File: config.mk
export PLATFORM = sky130hd
export DESIGN_NAME = gopd_front
export DESIGN_NICKNAME = d
export VERILOG_FILES = /design/src/design/gopd_pkg.sv /design/src/design/gopd_front.sv
export SDC_FILE = /design/constraint.sdc
export NUM_CORES = 1
export LEC_CHECK = 0
export BUFFER_PORTS_ARGS = -buffer_cell sky130_fd_sc_hd__buf_4
export CORE_MARGIN = 2
export CORE_UTILIZATION = 49
export DETAILED_ROUTE_END_ITERATION = 8
export PLACE_DENSITY = 0.75
export SLEW_MARGIN = 10
export SYNTH_ARGS = -nofsm -noshare
export SYNTH_HDL_FRONTEND = slang
export SYNTH_SLANG_ARGS = --single-unit
File: constraint.sdc
create_clock -name clk -period 1.7 [get_ports clk]
set_input_delay 0 -clock clk [delete_from_list [all_inputs] [get_ports clk]]
set_output_delay 0 -clock clk [all_outputs]
set_load 0.01 [all_outputs]
File: src/design/gopd_pkg.sv
// Package for the glyph outline point decoder: phases, codes, flag bits.
// Used by the front end, back end, top level and checker; depends on nothing.
`timescale 1ns / 1ps
`default_nettype none
package gopd_pkg;
  localparam int unsigned MaxPointsDefault   = 1024;
  localparam int unsigned MaxContoursDefault = 256;

  typedef enum logic [3:0] {
    PH_HEADER = 4'd0, PH_ENDS = 4'd1, PH_INSLEN = 4'd2, PH_SKIP = 4'd3,
    PH_FLAGS = 4'd4, PH_XS = 4'd5, PH_YS = 4'd6, PH_DONE = 4'd7, PH_ERR = 4'd8
  } phase_t;

  typedef enum logic [1:0] {
    MODE_BYTE = 2'd0, MODE_ADV = 2'd1, MODE_START = 2'd2, MODE_BAD = 2'd3
  } mode_t;

  typedef enum logic [2:0] {
    ERR_NONE = 3'd0, ERR_COMPOSITE = 3'd1, ERR_ENDS = 3'd2, ERR_POINTS = 3'd3,
    ERR_TRUNC = 3'd4, ERR_MISPLACED = 3'd5
  } err_t;

  localparam int unsigned FB_ON = 0;
  localparam int unsigned FB_XS = 1;
  localparam int unsigned FB_YS = 2;
  localparam int unsigned FB_XP = 3;
  localparam int unsigned FB_YP = 4;
  localparam logic [7:0] RAW_REPEAT = 8'h08;

  // One queued input transaction.
  typedef struct packed {
    logic [1:0] mode;
    logic [7:0] data_byte;
    logic       byte_last;
  } item_t;

  // One result.
  typedef struct packed {
    logic        point_valid;
    logic [15:0] point_x;
    logic [15:0] point_y;
    logic        curve_point;
    logic        contour_end;
    logic        point_last;
    logic        wants_byte;
    logic        glyph_done;
    logic [2:0]  error_code;
  } result_t;

  function automatic logic [15:0] sat16(input logic [31:0] v);
    logic s;
    s = v[31];
    if (!s && v[30:15] != 16'h0000) sat16 = 16'h7fff;
    else if (s && v[30:15] != 16'hffff) sat16 = 16'h8000;
    else sat16 = v[15:0];
  endfunction
endpackage
`default_nettype wire

File: src/design/gopd_front.sv
// Front end: accepts input transactions into a two-entry queue.
// Depends on gopd_pkg.
`timescale 1ns / 1ps
`default_nettype none
module gopd_front import gopd_pkg::*; (
  input  wire logic  clk,
  input  wire logic  rst,
  input  wire logic  in_valid,
  output logic       in_stall,
  input  wire item_t in_item,
  output logic       q_valid,
  output item_t      q_item,
  input  wire logic  q_take
);
  item_t ent [2];
  logic  rd, wr;
  logic [1:0] cnt;
  logic  push, pop;

  assign in_stall = cnt == 2'd2;
  assign push = in_valid && !in_stall;
  assign pop = q_valid && q_take;
  assign q_valid = cnt != 2'd0;
  assign q_item = ent[rd];

  always_ff @(posedge clk) begin
    if (rst) begin
      rd <= 1'b0; wr <= 1'b0; cnt <= 2'd0;
    end else begin
      if (push) wr <= !wr;
      if (pop) rd <= !rd;
      cnt <= cnt + {1'b0, push} - {1'b0, pop};
    end
    if (push) ent[wr] <= in_item;
  end
endmodule
`default_nettype wire

Word level (Yosys, flattened, before mapping). Memory sizes are Yosys's and may differ from the RTL's. A register that Yosys moved wholly into a read port is not among the register bits. Index checks and enable logic that the tools add are counted. Widths: inputs -> output; s select.

Output and inout bits: 13. Bits in registers: 4. Logic and storage cells: 17. Memories: 1. RAM bits: 22. Bits of input ports: 15.

Memory list: ent (depth 2, width 11, rd ports 1, clocked after memory_dff 1, wr ports 1, RTL line gopd_front.sv:15) `item_t ent [2];`.

$add $sub $neg: 2. Reduce and logical (&&, ||, !) cells: 6. Equal/unequal tests: 1. Muxes and demuxes: 4.

Operator list (count): $mux 1 (4); $logic_not 1->1 (3); $add 2x1->2 (1); $eq 2x2->1 const B (1); $logic_and 1x1->1 (2); $reduce_bool 2->1 (1); $sub 2x1->2 (1).

Logic depth before layout (Yosys ltp).
Word-level depth: 5. Mapped depth: 8. Mapped depth without buffers: 8.

Least setup slack after synthesis. OpenSTA, ideal clock, no wires.

Path type: reg2reg. From: reg cnt[1]. To: reg cnt[1]. Period minus slack after synthesis: 1.460 ns. Path buffers: 0. Cell stages (with the launch flop): 8. Data required time: 1.585 ns. Library setup time: 0.115 ns. Data arrival time: 1.346 ns. Slack: 0.240 ns. Cells stage by stage: dfxtp_1 -> o21a_2 -> ha_1 -> inv_1 -> ha_1 -> xor2_1 -> xnor2_1 -> nor2_1.

Elaborated cells on any way between the ends: 7. Those cells by class: add/sub: 2; eq/ne: 1; reduce/logical: 4.

RTL lines: start, declared (RTL line gopd_front.sv:17) `logic [1:0] cnt;`; start signal, assigned (RTL line gopd_front.sv:32) `cnt <= cnt + {1'b0, push} - {1'b0, pop};`; $reduce_bool 2->1 (RTL line gopd_front.sv:23) `assign q_valid = cnt != 2'd0;`; $logic_and 1x1->1 (RTL line gopd_front.sv:22) `assign pop = q_valid && q_take;`; named net pop (RTL line gopd_front.sv:18) `logic push, pop;`; $sub 2x1->2 (RTL line gopd_front.sv:32).

The timed path passes the listed nets, and every way through them passes these cells. A chain may end at the register's enable or synchronous reset.

Worst setup path after layout. Ends and elaborated chain as after synthesis.

==> run_results.csv <==
group,metric,value,unit
run_status,status,"complete, no violations",
timing,max_clock_freq,641,MHz
floorplanning,dieArea,2470,um^2
logic_synthesis,synth_mux_area_share,12.1,%
critical_path,critical_path.reg2reg.startpoint,"cnt[1]$_SDFF_PP0_",
critical_path,crit_type,"flop to flop",
cts,ctsLongestPathBuffers,2,
logic_synthesis,mappedNetlistNets,77,
cells_and_area,nets,121,
logic_synthesis,synthAdderAreaFrac,2.44,%
logic_synthesis,synth_cell_type_count,20,
run,max_cap_viol_count,0,
logic_synthesis,synthesis.yosys.warnings,0,
pwr,power.density,1210,nW/um^2
cts,tritoncts,"built",
logic_synthesis,syn_area,1020,um^2
critical_path,crit_path_end_kind,"flop",
floorplanning,floorplan.initialDensity,52.2,%
cells_and_area,layout.cells.most_common,"sky130_fd_sc_hd__buf_4",
routing,wire_per_inst,12.7,um
critical_path,crit_required,1920,ps
cts,post_cts_buffers,0,
routing,drt_first_pass_iters,4,
routing,vias_per_cell,4.75,
cts,number_of_h_tree_levels,1,
logic_synthesis,synth_compound_gate_area_share,1.83,%
timing,totalNegativeSetupSlack,0,ps
timing,finalMaxSlewViolations,0,
critical_path,setup.worst_path.end,"cnt[1]$_SDFF_PP0_",
logic_synthesis,synth.ff_latch_count,27,
worst_hold_path,worstHoldPathType,"primary input to flop",
critical_path,worstSetupStartpoint,"cnt[1]$_SDFF_PP0_",
critical_path,reg2regPathDepth,7,
global_routing,first_pass_grt_wire_length,2870,um
timing,final_min_period_over_clock_period,91.7,%
cts,cts.root.buffer_cell,"sky130_fd_sc_hd__clkbuf_4",
placed_design,place.port_buffers,27,
pwr,p_leak,0.575,nW
logic_synthesis,synth_sequential_area_ratio,74.2,%
global_routing,grt_max_degree,15,
placed_design,post-dp-hpwl,1120,um
timing,slew_headroom,68.9,%
logic_synthesis,synthCells,60,
global_routing,antenna_found_initial,0,
cts,cts_made_buffers,3,
cells_and_area,layout.cells.most_common_list,"sky130_fd_sc_hd__buf_4 (28), sky130_fd_sc_hd__edfxtp_1 (22), sky130_fd_sc_hd__dlygate4sd3_1 (12), sky130_fd_sc_hd__mux2_1 (10)",
global_routing,global_route.overflow_total,0,
critical_path,crit_fanout,4,
floorplanning,die_h,49.7,um
cts,insertion_delay,310,ps
floorplanning,row_count,16,
global_routing,grt_util_all_layers,16.1,%
logic_synthesis,xor_xnor_share_of_the_synthesized_area,2.56,%
global_routing,via_count_of_the_first_global_routing_pass,644,
timing,report.final.setup_viol,0,
critical_path,startpoint_type,"flop",
cells_and_area,post-route-util,72.0,%
floorplanning,design.core.area,1960,um^2
cts,clkTransAtPathRegs,130,ps
timing,skew,8.25,ps
cells_and_area,area_growth,37.9,%
timing,timing.hold.ws,64.3,ps
critical_path,r2r-end,"cnt[1]$_SDFF_PP0_",
routing,detail_route.wirelength,1650,um
routing,drc,0,
cts,cts.sink_count,27,
timing,worst_slew_pin_slew,466,ps
logic_synthesis,synth_top_family_by_area,"multiplexers",
routing,dr_total_vias,618,
routing,drtIter0Drc,5,
cells_and_area,n_antenna_cell,0,
pwr,vdd_drop_max,0.760,mV
logic_synthesis,synthesis.area_per_instance,17.1,um^2
routing,drt.antenna.violating_nets,0,
placed_design,final_wtd_congestion,0.622,
critical_path,worstPathArrival,1780,ps
cells_and_area,nFillCells,138,
floorplanning,design.portCount,28,
timing,hold_viol_final,0,
critical_path,regToRegSetupSlack,140,ps
floorplanning,fp.dieW,49.7,um
logic_synthesis,yosys.area_share.simple,4.88,%
timing,unrepaired_setup_endpoints_after_global_routing,"no",
timing,final.min_clock_period,1560,ps
cells_and_area,fraction_of_layout_instances_using_a_drive_strength_above_1,37.9,%
power breakdown:
part / total, W / switching (W) / leakage (nW) / internal [W]
Clock: 0.000258 / 0.000166 / 0.0150 / 0.0000916
Combinational: 0.000549 / 0.000236 / 0.312 / 0.000313
Sequential: 0.000899 / 0.0000663 / 0.248 / 0.000832
area by class of cell:
type                            count  area (um^2)  area share, %
Sequential cell                    27          763           54.0
Timing Repair Buffer               40          330           23.4
Inverter                            4         15.0           1.06
Clock buffer                        4         26.3           1.86
Tap cell                           27         33.8           2.39
Multi-Input combinational cell     28          244           17.3
kinds of logic after synthesis:
logic type | count (synthesis)
simple gates | 9
fa+ha+maj | 2
compound gates | 3
flops | 27
xor+xnor | 3
buf+inv | 5
mux | 11
per-stage QoR:
step                setup WS, ps  total power (W)  cell area, um^2  std cells
global route                19.1          0.00182             1410        130
finish                       140          0.00171             1410        130
floorplan                    240          0.00120             1020         60
global placement             223          0.00142             1260        114
detailed placement           144          0.00145             1260        114
CTS                          124          0.00172             1410        130
what timing repair did:
action	CTS	global route
gates resized for setup	0	2
endpoints found under the setup margin	0	1
hold endpoints to repair	27	0
hold buffers	12	0
sequential cells by signal (all words and copies together), names as in the netlist, named ones only:
| signal | count |
|---|---|
| ent | 22 |
| cnt | 2 |
| wr | 1 |
| rd | 1 |
routing by layer:
metal / global-route usage (%) / vias to the layer above / share of wire [%]
li1: - / 303 / -
met1: 18.2 / 294 / 38
met2: 28.9 / 17 / 57
met3: 2.73 / 4 / 3.4
met4: 8.33 / 0 / 2.2
met5: 0 / - / 0
synthesized netlist by cell type:
cell                       number  area, um^2
sky130_fd_sc_hd__edfxtp_1      22         661
sky130_fd_sc_hd__mux2_1        10         113
sky130_fd_sc_hd__dfxtp_1        5         100
sky130_fd_sc_hd__inv_1          3        11.3
sky130_fd_sc_hd__nor2_1         3        11.3
sky130_fd_sc_hd__ha_1           2        25.0
sky130_fd_sc_hd__xnor2_1        2        17.5
sky130_fd_sc_hd__a21oi_1        1        5.00
sky130_fd_sc_hd__and3_2         1        7.51
sky130_fd_sc_hd__buf_2          1        5.00
sky130_fd_sc_hd__inv_2          1        3.75
sky130_fd_sc_hd__mux2_2         1        11.3
sky130_fd_sc_hd__nand2_1        1        3.75
sky130_fd_sc_hd__nand2b_2       1        8.76
sky130_fd_sc_hd__nor2b_1        1        6.26
sky130_fd_sc_hd__o21a_2         1        8.76
sky130_fd_sc_hd__o21ai_0        1        5.00
sky130_fd_sc_hd__or2_2          1        6.26
sky130_fd_sc_hd__or3_1          1        6.26
sky130_fd_sc_hd__xor2_1         1        8.76
worst min path at each step:
| stage | from | endpoint | slack, ps | depth (start not counted) |
|---|---|---|---|---|
| floorplan | rst | wr$_SDFFE_PP0N_ | 70 | 1 |
| global placement | in_item[9] | ent[0][9]$_DFFE_PP_ | 180 | 1 |
| CTS | in_valid | wr$_SDFFE_PP0N_ | 60 | 4 |
| finish | in_valid | wr$_SDFFE_PP0N_ | 60 | 4 |
| global route | in_valid | wr$_SDFFE_PP0N_ | 70 | 4 |
| detailed placement | in_item[5] | ent[0][5]$_DFFE_PP_ | 190 | 1 |
critical path, cell delays in order, from the launching register on:
cell and delay (ps):
sky130_fd_sc_hd__dfxtp_2 360, sky130_fd_sc_hd__o21a_2 230, sky130_fd_sc_hd__ha_1 290, sky130_fd_sc_hd__inv_1 60, sky130_fd_sc_hd__ha_1 140, sky130_fd_sc_hd__xor2_1 190, sky130_fd_sc_hd__xnor2_1 150, sky130_fd_sc_hd__nor2_1 50
(Power assumes the default switching activity.)
